## src/rtl/swept_box_contact_defines.svh

```systemverilog
// Assertion macros shared by the swept box contact RTL.
// No dependencies; included by files that carry concurrent checks.
`ifndef SWEPT_BOX_CONTACT_DEFINES_SVH
`define SWEPT_BOX_CONTACT_DEFINES_SVH

// a implies b in the same cycle, checked outside reset
`define SWC_ASSERT_IMPLY(label, clk, rst, a, b) \
  label: assert property (@(posedge clk) disable iff (rst) (a) |-> (b)) \
    else $error("implication failed");

// a implies b in the next cycle, checked outside reset
`define SWC_ASSERT_NEXT(label, clk, rst, a, b) \
  label: assert property (@(posedge clk) disable iff (rst) (a) |=> (b)) \
    else $error("next-cycle implication failed");

`endif

```

## src/rtl/swc_pkg.sv

```systemverilog
// Package for the swept box contact block: widths, face codes, a stage struct.
// No dependencies.
package swc_pkg;

  localparam int PosW  = 24;
  localparam int VelW  = 20;
  localparam int DiffW = PosW + 1;
  localparam int ProdW = DiffW + VelW;
  localparam int FracShift = 16;
  localparam int NumW  = DiffW + FracShift;  // quotient magnitude width
  localparam int TimeW = 24;

  localparam logic [TimeW-1:0] TimeOne = TimeW'(65536);
  localparam logic [TimeW-1:0] TimeMax = {1'b0, {(TimeW-1){1'b1}}};
  localparam logic [TimeW-1:0] TimeMin = {1'b1, {(TimeW-1){1'b0}}};

  typedef enum logic [2:0] {
    FACE_RIGHT = 3'd0,
    FACE_DOWN  = 3'd1,
    FACE_LEFT  = 3'd2,
    FACE_UP    = 3'd3,
    FACE_NONE  = 3'd4
  } face_t;

  // handed from the face-select front end to the divider pipeline
  typedef struct packed {
    logic              valid;
    logic              overlap;
    face_t             face;
    logic              zero_div;
    logic              neg;
    logic [NumW-1:0]   num;
    logic [VelW-1:0]   den;
  } div_in_t;

endpackage

```

## src/rtl/swc_div.sv

```systemverilog
// Pipelined restoring divider, one quotient bit per stage, then sign and clip.
// Depends on swc_pkg.
module swc_div import swc_pkg::*; (
  input  logic                    clk,
  input  logic                    rst,
  input  logic                    en,
  input  div_in_t                 div_in,
  output logic                    out_valid,
  output logic                    out_overlap,
  output logic [2:0]              out_face,
  output logic signed [TimeW-1:0] out_time,
  output logic                    out_sat
);

  // stage k holds the partial remainder and the numerator/quotient shift word
  logic              st_valid [NumW+1];
  logic              st_overlap [NumW+1];
  face_t             st_face [NumW+1];
  logic              st_zero [NumW+1];
  logic              st_neg [NumW+1];
  logic [NumW-1:0]   st_nq [NumW+1];
  logic [VelW-1:0]   st_rem [NumW+1];
  logic [VelW-1:0]   st_den [NumW+1];

  always_comb begin
    st_valid[0]   = div_in.valid;
    st_overlap[0] = div_in.overlap;
    st_face[0]    = div_in.face;
    st_zero[0]    = div_in.zero_div;
    st_neg[0]     = div_in.neg;
    st_nq[0]      = div_in.num;
    st_rem[0]     = '0;
    st_den[0]     = div_in.den;
  end

  for (genvar k = 0; k < NumW; k++) begin : g_step
    logic [VelW:0] trial;
    logic          qbit;
    always_comb begin
      trial = {st_rem[k], st_nq[k][NumW-1]};
      qbit  = (trial >= {1'b0, st_den[k]});
    end
    always_ff @(posedge clk) begin
      if (rst) st_valid[k+1] <= 1'b0;
      else if (en) st_valid[k+1] <= st_valid[k];
    end
    always_ff @(posedge clk) begin
      if (en) begin
        st_overlap[k+1] <= st_overlap[k];
        st_face[k+1]    <= st_face[k];
        st_zero[k+1]    <= st_zero[k];
        st_neg[k+1]     <= st_neg[k];
        st_den[k+1]     <= st_den[k];
        st_nq[k+1]      <= {st_nq[k][NumW-2:0], qbit};
        st_rem[k+1]     <= qbit ? VelW'(trial - {1'b0, st_den[k]}) : VelW'(trial);
      end
    end
  end

  logic [NumW-1:0] q;
  assign q = st_nq[NumW];

  always_ff @(posedge clk) begin
    if (rst) out_valid <= 1'b0;
    else if (en) out_valid <= st_valid[NumW];
  end

  always_ff @(posedge clk) begin
    if (en) begin
      out_overlap <= st_overlap[NumW];
      out_face    <= st_face[NumW];
      out_sat     <= 1'b0;
      priority if (st_face[NumW] == FACE_NONE) begin
        out_time <= TimeOne;
      end else if (st_zero[NumW]) begin
        out_time <= '0;
      end else if (st_neg[NumW]) begin
        if (q > NumW'(TimeMin)) begin
          out_time <= TimeMin;
          out_sat  <= 1'b1;
        end else begin
          out_time <= TimeW'(-q);
        end
      end else begin
        if (q > NumW'(TimeMax)) begin
          out_time <= TimeMax;
          out_sat  <= 1'b1;
        end else begin
          out_time <= TimeW'(q);
        end
      end
    end
  end

endmodule

```

## config.mk

```make
export PLATFORM = sky130hd
export DESIGN_NAME = swc_div
export DESIGN_NICKNAME = d
export VERILOG_FILES = /design/src/rtl/swept_box_contact_defines.svh /design/src/rtl/swc_pkg.sv /design/src/rtl/swc_div.sv
export SDC_FILE = /design/constraint.sdc
export NUM_CORES = 2
export LEC_CHECK = 0
export BUFFER_PORTS_ARGS = -buffer_cell sky130_fd_sc_hd__buf_2
export CORE_MARGIN = 10
export CORE_UTILIZATION = 50
export CTS_BUF_LIST = sky130_fd_sc_hd__clkbuf_4 sky130_fd_sc_hd__clkbuf_8
export CTS_CLUSTER_DIAMETER = 200
export DETAILED_ROUTE_END_ITERATION = 6
export GPL_ROUTABILITY_DRIVEN = 0
export GPL_TIMING_DRIVEN = 0
export PLACE_DENSITY_LB_ADDON = 0.1
export SLEW_MARGIN = 20
export SYNTH_ARGS = -nofsm -noshare
export SYNTH_HDL_FRONTEND = slang
export SYNTH_SLANG_ARGS = --single-unit
```

## constraint.sdc

```tcl
create_clock -name clk -period 10 [get_ports clk]
set_input_delay 0.5 -clock clk [delete_from_list [all_inputs] [get_ports clk]]
set_output_delay 0.5 -clock clk [all_outputs]
set_load 0.05 [all_outputs]
```

==> flow_summary.toml <==
[outcome]
result_of_the_run = "completed"

[placement]
postPlaceCellArea_um2 = 164000
placement.io_buffers = 99
detailed_place_hpwl_um = 209000
numPlacedInstances = 15500

[clocking]
cts.root.buffer_cell = "sky130_fd_sc_hd__clkbuf_8"
path_clk_slew_ns = 0.06
cts-buffers-inserted = 597
ctsHtreeMaxLevel = 6
clock_tree_from_tritoncts = "built"
clock_latency_at_the_later_pin_of_the_worst_skew_pair_ns = 1.15
cts_hold_repair.buffers = 137
post_cts_resize_count = 0
post_cts.repair.setup_buffers = 0
cts.path.max_buffers = 4
tritoncts_num_sinks = 3598

[final_layout]
finalInstanceArea_um2 = 177000
area.growth.synth_to_final_pct = 12.3
most-common-layout-cells = "3556 x sky130_fd_sc_hd__edfxtp_1, 1030 x sky130_fd_sc_hd__inv_1, 804 x sky130_fd_sc_hd__ha_1, 659 x sky130_fd_sc_hd__a21oi_1, 646 x sky130_fd_sc_hd__nand2_1"
num-nets-final = 13000
finish.cell_count_without_fillers = 16700
post_route_cells_drive_above_1_share = 0.122
final_common_cell = "sky130_fd_sc_hd__edfxtp_1"
postLayoutCoreUtil = 0.564

[logic_synthesis]
synth_edf_count = 3556
synthesis.nets = 12100
synth_cells = 11200
ys_dominant_reg_cell = "sky130_fd_sc_hd__edfxtp_1"
synth-seq-area-share = 0.682
async_reset_ff_frac = 0
yosys.cell_types.count = 97
synth.cell_area_um2 = 158000
synthesis.area_per_instance_um2 = 14.1
ys.warnings.count = 0
ys_ff_latch = 3598

[worst_setup_path]
critPathLaunchType = "input port"
critical_path.endpoint_type = "register"
critical_path.reg2reg.endpoint = "g_step[31].trial[1]$_DFFE_PP_"
worst_r2r_startpoint = "st_den[221]$_DFFE_PP_"
reg2reg_slack_ns = 5.73
startpoint = "en"
worstRegToRegCells = 12
endpoint = "st_valid[40]$_SDFFE_PP0P_"
critical_path_arrival_ns = 6.45
setup.worst_path.class = "input port to register"
crit_fanout = 144
critPathRequiredTime_ns = 11.02

[pwr]
max-vdd-ir-drop_mv = 0.135
p_leak_nw = 68.6
clock_power_share = 0.241
p_switching_mw = 17.4
cellInternalPower_mw = 34.9
power.density_nw_per_um2 = 295
total_power_after_layout_mw = 52.3
power.combinational.fraction = 0.343
switching_share = 0.333
seq_power_share = 0.416

[timing]
rsz_0062_raised_after_global_routing = "no"
setup_viol = 0
timing.slew.headroom = 0.292
finClkSkew_ns = 0.0602
worst_pin_slew_ns = 1.05
fin_crit_ns = 5.43
tns_ns = 0
final_hold_viol_count = 0
timing_limited_maximum_frequency_mhz = 184
timing.final.max_slew_violations = 0
layout_worst_path_cycle_share = 0.543

[floorplanning]
core.rowCount = 206
die_x_um = 582
initial_utilization = 0.502
core_region_area_um2 = 315000
die_height_um = 582
fp.dieArea_um2 = 339000
ioPinCount = 101

[routing]
topRoutingLayerUsed = "met4"
drt-total-wl_um = 302000
wl_per_cell_um = 18.1
drt-initial-drc-count = 7041
firstDrtPassIters = 7
vias_per_instance = 5.41
antenna_violating_nets_post_route = 0
met2RoutedLength_um = 143000
met3_length_um = 14400
drc = 0
route.layer.met1.wl_um = 130000
routed-via-count = 90000

[worst_hold_path]
hold_class = "input port to register"

[flow_run]
max_cap_viol_count = 0

[global_routing]
grt_overflow = 0
first_global_vias = 91000
grt_antenna_before_repair = 2
maximum_number_of_pins_on_one_net_before_global_route_repair = 154
grt_pass1_wl_um = 481000
track_usage = 0.172
## sequential cells by signal, summed over array words and instances (netlist names)
name	count
out_overlap	1
st_zero	41
g_step.trial	840
q	41
st_valid	41
st_den	800
out_face	3
out_sat	1
st_neg	41
out_time	24
st_nq	1600
st_face	123
out_valid	1
st_overlap	41
## stage by stage
stage | worst slack [ns] | hold WS [ns]
after floorplan | 6.84 | 0.400
after global placement | -47.32 | 0.400
after detailed placement | 4.50 | 0.405
after CTS | 4.65 | 0.0252
after global routing | 4.16 | 0.0598
final | 4.57 | 0.187
## logic make-up (layout without fill, tap and decap cells)
group,after synthesis,count (layout),synth area share
other cells,0,7,0
xor+xnor,578,578,0.0321
simple gates,2243,2243,0.0673
fa+ha+maj,843,843,0.0686
compound gates,2361,2361,0.0955
flops,3598,3598,0.682
buf+inv,1210,2500,0.0294
mux,362,362,0.0256
## power by group through the flow
stage,combinational [mW],sequential (mW),clock (mW)
after floorplan,13.4,21.3,0
after global placement,17.1,23.6,0
after detailed placement,17.6,22.0,0
after CTS,17.8,21.7,13.1
after global routing,19.9,22.0,13.8
final,17.9,21.7,12.6
## synth_stat cells, types with 76 or more instances
library cell / n / share of area
sky130_fd_sc_hd__a21o_1: 305 / 0.014
sky130_fd_sc_hd__a21oi_1: 659 / 0.021
sky130_fd_sc_hd__clkbuf_1: 110 / 0.0026
sky130_fd_sc_hd__edfxtp_1: 3556 / 0.68
sky130_fd_sc_hd__ha_1: 804 / 0.064
sky130_fd_sc_hd__inv_1: 1030 / 0.024
sky130_fd_sc_hd__mux2_2: 269 / 0.019
sky130_fd_sc_hd__mux2i_1: 76 / 0.0048
sky130_fd_sc_hd__nand2_1: 646 / 0.015
sky130_fd_sc_hd__nand2b_1: 89 / 0.0035
sky130_fd_sc_hd__nand3_1: 159 / 0.0050
sky130_fd_sc_hd__nand4_1: 101 / 0.0040
sky130_fd_sc_hd__nor2_1: 638 / 0.015
sky130_fd_sc_hd__nor2b_1: 142 / 0.0056
sky130_fd_sc_hd__nor3_1: 135 / 0.0043
sky130_fd_sc_hd__o21a_1: 117 / 0.0056
sky130_fd_sc_hd__o21ai_0: 573 / 0.018
sky130_fd_sc_hd__xnor2_1: 337 / 0.019
sky130_fd_sc_hd__xor2_1: 241 / 0.013
## layer usage
layer  vias up  GRT usage
li1      43600          -
met1     43300      0.222
met2      2449      0.286
met3       769     0.0286
met4         0     0.0809
met5         -          0
## how the worst min path moves through the flow
stage / start / end / slack, ns / depth (start not counted)
detailed placement: st_nq[900]$_DFFE_PP_ / g_step[21].trial[0]$_DFFE_PP_ / 0.40 / 0
finish: div_in[2] / st_den[802]$_DFFE_PP_ / 0.19 / 2
floorplan: st_nq[1351]$_DFFE_PP_ / g_step[10].trial[0]$_DFFE_PP_ / 0.40 / 0
global placement: st_nq[1411]$_DFFE_PP_ / st_nq[1371]$_DFFE_PP_ / 0.40 / 0
global route: div_in[2] / st_den[802]$_DFFE_PP_ / 0.06 / 2
CTS: div_in[2] / st_den[802]$_DFFE_PP_ / 0.03 / 2
## cell type report
cell class	instances	area (µm²)
clock inverters	259	2120
flip-flops and latches	3598	108000
clock buffers	767	9530
multi-input cells	6387	45700
repair buffers	264	2610
inverters	1030	3870
fillers	24900	137000
well taps	4160	5200
plain buffers	180	773
diodes	7	17.5
## critical path: stages
cell                            delay [ns]
sky130_fd_sc_hd__dlygate4sd3_1        0.59
sky130_fd_sc_hd__buf_12               0.44
sky130_fd_sc_hd__buf_16               0.48
sky130_fd_sc_hd__buf_16               0.48
sky130_fd_sc_hd__buf_16               0.44
sky130_fd_sc_hd__buf_16               0.45
sky130_fd_sc_hd__buf_16               0.45
sky130_fd_sc_hd__clkbuf_1             0.34
sky130_fd_sc_hd__buf_1                0.57
sky130_fd_sc_hd__mux2i_1              0.25
sky130_fd_sc_hd__nor2_1               0.05
sky130_fd_sc_hd__dlygate4sd3_1        0.56
No activity file was read; power rests on OpenSTA's default activity.
