--- src/rtl/swept_box_contact_defines.svh ---
// Assertion macros shared by the swept box contact RTL.
// No dependencies; included by files that carry concurrent checks.
`ifndef SWEPT_BOX_CONTACT_DEFINES_SVH
`define SWEPT_BOX_CONTACT_DEFINES_SVH

// a implies b in the same cycle, checked outside reset
`define SWC_ASSERT_IMPLY(label, clk, rst, a, b) \
  label: assert property (@(posedge clk) disable iff (rst) (a) |-> (b)) \
    else $error("implication failed");

// a implies b in the next cycle, checked outside reset
`define SWC_ASSERT_NEXT(label, clk, rst, a, b) \
  label: assert property (@(posedge clk) disable iff (rst) (a) |=> (b)) \
    else $error("next-cycle implication failed");

`endif

--- src/rtl/swc_pkg.sv ---
// Package for the swept box contact block: widths, face codes, a stage struct.
// No dependencies.
package swc_pkg;

  localparam int PosW  = 24;
  localparam int VelW  = 20;
  localparam int DiffW = PosW + 1;
  localparam int ProdW = DiffW + VelW;
  localparam int FracShift = 16;
  localparam int NumW  = DiffW + FracShift;  // quotient magnitude width
  localparam int TimeW = 24;

  localparam logic [TimeW-1:0] TimeOne = TimeW'(65536);
  localparam logic [TimeW-1:0] TimeMax = {1'b0, {(TimeW-1){1'b1}}};
  localparam logic [TimeW-1:0] TimeMin = {1'b1, {(TimeW-1){1'b0}}};

  typedef enum logic [2:0] {
    FACE_RIGHT = 3'd0,
    FACE_DOWN  = 3'd1,
    FACE_LEFT  = 3'd2,
    FACE_UP    = 3'd3,
    FACE_NONE  = 3'd4
  } face_t;

  // handed from the face-select front end to the divider pipeline
  typedef struct packed {
    logic              valid;
    logic              overlap;
    face_t             face;
    logic              zero_div;
    logic              neg;
    logic [NumW-1:0]   num;
    logic [VelW-1:0]   den;
  } div_in_t;

endpackage

--- src/rtl/swc_front.sv ---
// Front end: edge gaps, corner cross product, face choice, divide operands.
// Three register stages. Depends on swc_pkg.
module swc_front import swc_pkg::*; (
  input  logic                   clk,
  input  logic                   rst,
  input  logic                   en,
  input  logic                   in_valid,
  input  logic signed [PosW-1:0] self_left,
  input  logic signed [PosW-1:0] self_top,
  input  logic signed [PosW-1:0] self_right,
  input  logic signed [PosW-1:0] self_bottom,
  input  logic signed [PosW-1:0] other_left,
  input  logic signed [PosW-1:0] other_top,
  input  logic signed [PosW-1:0] other_right,
  input  logic signed [PosW-1:0] other_bottom,
  input  logic signed [VelW-1:0] vel_x,
  input  logic signed [VelW-1:0] vel_y,
  output div_in_t                div_in
);

  // stage 1: gaps picked by velocity sign, overlap
  logic                    s1_valid, s1_overlap;
  logic signed [DiffW-1:0] s1_dx, s1_dy;
  logic signed [VelW-1:0]  s1_vx, s1_vy;

  // stage 2: products and magnitudes
  logic                    s2_valid, s2_overlap;
  logic signed [ProdW-1:0] s2_p1, s2_p2;
  logic [DiffW-1:0]        s2_adx, s2_ady;
  logic [VelW-1:0]         s2_avx, s2_avy;
  logic                    s2_dxn, s2_dyn;
  logic                    s2_vxp, s2_vxn, s2_vyp, s2_vyn;

  logic signed [ProdW:0]   cross_val;
  logic                    cneg, czero;
  face_t                   face;

  always_ff @(posedge clk) begin
    if (rst) begin
      s1_valid <= 1'b0;
      s2_valid <= 1'b0;
    end else if (en) begin
      s1_valid <= in_valid;
      s2_valid <= s1_valid;
    end
  end

  always_ff @(posedge clk) begin
    if (en) begin
      s1_overlap <= (other_left < self_right) && (self_left < other_right) &&
                    (other_top < self_bottom) && (self_top < other_bottom);
      s1_dx <= vel_x[VelW-1] ? DiffW'(other_right) - DiffW'(self_left)
                             : DiffW'(other_left) - DiffW'(self_right);
      s1_dy <= vel_y[VelW-1] ? DiffW'(other_bottom) - DiffW'(self_top)
                             : DiffW'(other_top) - DiffW'(self_bottom);
      s1_vx <= vel_x;
      s1_vy <= vel_y;

      s2_overlap <= s1_overlap;
      s2_p1  <= ProdW'(s1_dx) * ProdW'(s1_vy);
      s2_p2  <= ProdW'(s1_dy) * ProdW'(s1_vx);
      s2_adx <= s1_dx[DiffW-1] ? DiffW'(-s1_dx) : DiffW'(s1_dx);
      s2_ady <= s1_dy[DiffW-1] ? DiffW'(-s1_dy) : DiffW'(s1_dy);
      s2_avx <= s1_vx[VelW-1] ? VelW'(-s1_vx) : VelW'(s1_vx);
      s2_avy <= s1_vy[VelW-1] ? VelW'(-s1_vy) : VelW'(s1_vy);
      s2_dxn <= s1_dx[DiffW-1];
      s2_dyn <= s1_dy[DiffW-1];
      s2_vxn <= s1_vx[VelW-1];
      s2_vyn <= s1_vy[VelW-1];
      s2_vxp <= !s1_vx[VelW-1] && (s1_vx != '0);
      s2_vyp <= !s1_vy[VelW-1] && (s1_vy != '0);
    end
  end

  always_comb begin
    cross_val = (ProdW+1)'(s2_p1) - (ProdW+1)'(s2_p2);
    cneg  = cross_val[ProdW];
    czero = (cross_val == '0);
    priority if (s2_vxp && s2_vyp) face = cneg ? FACE_DOWN : FACE_RIGHT;
    else if (s2_vxn && s2_vyp)     face = cneg ? FACE_LEFT : FACE_DOWN;
    else if (s2_vxn && s2_vyn)     face = cneg ? FACE_UP : (czero ? FACE_NONE : FACE_LEFT);
    else if (s2_vxp && s2_vyn)     face = (cneg || czero) ? FACE_RIGHT : FACE_UP;
    else if (s2_vxp)               face = FACE_RIGHT;
    else if (s2_vyp)               face = FACE_DOWN;
    else if (s2_vxn)               face = FACE_LEFT;
    else if (s2_vyn)               face = FACE_UP;
    else                           face = FACE_NONE;
  end

  // stage 3: operands of the gap / velocity divide
  always_ff @(posedge clk) begin
    if (rst) begin
      div_in.valid <= 1'b0;
    end else if (en) begin
      div_in.valid   <= s2_valid;
      div_in.overlap <= s2_overlap;
      div_in.face    <= face;
      if (face == FACE_RIGHT || face == FACE_LEFT) begin
        div_in.num      <= {s2_adx, {FracShift{1'b0}}};
        div_in.den      <= s2_avx;
        div_in.neg      <= s2_dxn ^ s2_vxn;
        div_in.zero_div <= (s2_avx == '0);
      end else begin
        div_in.num      <= {s2_ady, {FracShift{1'b0}}};
        div_in.den      <= s2_avy;
        div_in.neg      <= s2_dyn ^ s2_vyn;
        div_in.zero_div <= (s2_avy == '0);
      end
    end
  end

endmodule

--- config.mk ---
export PLATFORM = sky130hd
export DESIGN_NAME = swc_front
export DESIGN_NICKNAME = d
export VERILOG_FILES = /design/src/rtl/swept_box_contact_defines.svh /design/src/rtl/swc_pkg.sv /design/src/rtl/swc_front.sv
export SDC_FILE = /design/constraint.sdc
export NUM_CORES = 2
export LEC_CHECK = 0
export BUFFER_PORTS_ARGS = -buffer_cell sky130_fd_sc_hd__buf_2
export CAP_MARGIN = 30
export CORE_AREA = 2 2 457 232
export DETAILED_ROUTE_END_ITERATION = 12
export DIE_AREA = 0 0 459 234
export PLACE_DENSITY = 0.77
export SLEW_MARGIN = 10
export SYNTH_ARGS = -nofsm -noshare
export SYNTH_HDL_FRONTEND = slang
export SYNTH_SLANG_ARGS = --single-unit
--- constraint.sdc ---
create_clock -name clk -period 8 [get_ports clk]
set_input_delay 1.2 -clock clk [delete_from_list [all_inputs] [get_ports clk]]
set_output_delay 1.2 -clock clk [all_outputs]
set_load 0.1 [all_outputs]
==> flow_summary.yaml <==
routing:
  drtPass1Iterations: 6
  ant_nets: 0
  dr_total_vias: 44790
  routedWlPerCell_microns: 22.69
  drt-met1-wl_mm: 77.82
  wl_mm: 178.3
  viasPerCell: 5.700
  highest_layer: "met5"
  routed-wl-met3_mm: 30.94
  drc_errors: 0
  met2WireLength_mm: 66.12
  drt_first_iter_violations: 4946
sta:
  final.period_utilization_pct: 98.57
  drv_slew: 0
  finClkSkew_ns: 0.07058
  tightest_slew_ns: 1.005
  period_needed_ns: 7.886
  relSlewSlack_pct: 32.85
  finalHoldViolations: 0
  hold-worst-slack_ns: 0.4285
  fmaxAchievable_ghz: 0.1268
  setup_viol: 0
clock_network:
  cts_max_path_buffers: 3
  root_buffer: "clkbuf_16"
  cts_max_level: 2
  numCtsBuffers: 36
  clock_latency_ns: 0.64
  clkTransAtPathRegs_ns: 0.07
  cts_tree: "yes"
  holdBufCountCts: 0
  cts.sinks: 332
critical_path:
  arrival_ns: 8.22
  end_kind: "flip-flop"
  r2r-start: "s1_vy[13]$_DFFE_PP_"
  r2r-end: "s2_p1[41]$_DFFE_PP_"
  r2r_slack_ns: 0.11
  crit_fanout: 19
  startpoint: "s1_vy[13]$_DFFE_PP_"
  path_class: "reg2reg"
  crit_required_ns: 8.34
  start_kind: "flip-flop"
  worst-r2r-cell-count: 24
place:
  port_buffers: 287
  dpl.hpwl_mm: 149.6
  gp_congestion: 1.059
layout:
  drive_gt1_share_pct: 11.42
  fin_nets: 8096
  area_delta_synth_final_pct: 10.98
global_route:
  grt_pass1_vias: 44520
  grt.total_usage_pct: 33.40
  grt_pass1_wl_mm: 269.3
  antenna_found_initial: 6
  grt_start_max_net_pins: 73
  grt-ovfl-total: 0
worst_hold_path:
  hold_start: "s1_overlap$_DFFE_PP_"
  hold_depth: 0
  min-delay-path-class: "reg2reg"
  holdPathEnd: "s2_overlap$_DFFE_PP_"
synth:
  avgSynthCellArea_sq_um: 9.430
  seq_area_frac_synth_pct: 17.27
  yosys_warnings: 0
  yosysMostFrequentCell: "inv_1"
  synth_edf_count: 329
  synth.distinct_cells: 84
  ys.flop_type: "edfxtp_1"
  yosysTopAreaCell: "fa_1"
  synth_top_area_share_pct: 35.66
  synth_seq_cells: 332
  async_reset_ff_share_pct: 0
  netlist_area_sq_um: 57540
  ys_top_cells_by_count: "1332 x inv_1, 1025 x fa_1, 628 x nand2_1"
  synth.area.top_cells: "fa_1 36%, edfxtp_1 17%, inv_1 8.7%"
  syn_inst: 6102
die:
  die_x_microns: 459
  io_pins: 304
  initial_core_util_pct: 55.41
  die_area_sq_um: 107400
  coreArea_sq_um: 103800
  die_h_microns: 234
  rows: 84
run_status:
  status: "finished, final reports clean"
flow_run:
  drv_cap: 0
[how the worst max path moves through the flow]
stage	endpoint	slack, ns
floorplan	s2_p2[44]$_DFFE_PP_	0.07
global placement	s2_p2[44]$_DFFE_PP_	0.02
detailed placement	s2_p2[44]$_DFFE_PP_	-0.12
CTS	s2_p2[44]$_DFFE_PP_	0.002
global route	s2_p2[38]$_DFFE_PP_	-0.07
finish	s2_p1[41]$_DFFE_PP_	0.11
[critical path: stages (launching register included)]
cell and delay [ns]:
edfxtp_1 0.80, buf_4 0.38, nand2_1 0.10, fa_1 0.48, inv_1 0.05, fa_1 0.54, fa_1 0.62, fa_1 0.44
fa_1 0.44, fa_1 0.58, inv_1 0.07, fa_1 0.51, inv_1 0.05, ha_1 0.35, a21o_1 0.20, a21oi_1 0.21
nor2_1 0.07, a211oi_1 0.33, o31ai_2 0.14, a21oi_2 0.19, nor2b_2 0.07, o2111a_1 0.25, or4_4 0.45, a31oi_4 0.18
xnor2_1 0.08
[per-stage QoR]
step	setup TNS (ns)	cell area, sq um	utilization, %	worst slack (ns)	cells
floorplan	0	57600	-	0.06908	6117
global placement	0	61570	59.30	0.02309	7730
detailed placement	-0.2614	61620	59.34	-0.1186	7738
CTS	0	62910	60.59	0.002061	7809
global route	-0.1629	63850	61.49	-0.07141	7856
finish	0	63860	61.50	0.1140	7858
[sequential cells by signal (all words and copies together) (netlist names)]
name / count
div_in: 52
s2_p1: 45
s2_p2: 45
s1_dx: 25
s1_dy: 25
s2_adx: 25
s2_ady: 25
s1_vx: 20
s1_vy: 20
s2_avx: 20
s2_avy: 20
s1_overlap: 1
s1_valid: 1
s2_dxn: 1
s2_dyn: 1
s2_overlap: 1
s2_valid: 1
s2_vxn: 1
s2_vxp: 1
s2_vyn: 1
s2_vyp: 1
[cell usage in the layout (no fill, tap or decap), types with 19 or more instances in the layout]
cell and instances:
inv_1 1330, fa_1 1004, nand2_1 628, and2_1 501, ha_1 374, edfxtp_1 329
buf_2 291, buf_4 236, nor2_1 210, xnor2_1 200, a21oi_1 194, o21ai_0 157
a21o_1 71, xor2_1 68, nand3_1 55, nand2b_1 54, nor3_1 47, mux2_1 41
o21a_1 39, clkbuf_16 38, o31ai_1 36, nand4_1 35, or3_1 34, nor2b_1 33
o21bai_1 31, buf_12 30, o211ai_1 21, nor4_1 21, fa_2 21, and3_1 20
buf_6 19
[timing repair]
| item | CTS | global route |
|---|---|---|
| resized for setup | 5 | 97 |
| pin swaps | 0 | 48 |
| endpoints found under the setup margin | 4 | 18 |
| endpoints found under the hold margin | 0 | 0 |
| setup buffers | 5 | 40 |
| gates cloned | 0 | 1 |
[per-layer routing]
metal | vias to the layer above | GRT usage [%]
met5 | - | 0
met4 | 10 | 5.572
met3 | 222 | 16.93
met2 | 2833 | 42.31
met1 | 22130 | 50.67
li1 | 19600 | -
[cells by family after synthesis]
logic type | synth area share, %
adders and majority gates | 43.99
buffers and inverters | 10.74
and+or+nand+nor | 14.80
DFF | 17.27
muxes | 1.198
other | 0.006517
xor gates and xnor gates | 4.079
AOI/OAI and AO/OA | 7.919
[cell type report]
cell class                 instances  area [sq um]
multi-input combinational       4168         41850
fill                            8473         39980
sequential                       332          9940
inverter                        1332          5000
timing repair buffer             582          4120
tap                             1376          1722
clock buffer                      42         944.7
clock inverter                    24         281.5
antenna                            2         5.005
Power is left out: the tool's default activity adds up to more than one toggle a clock period on the data nets, which glitch-free logic cannot reach.
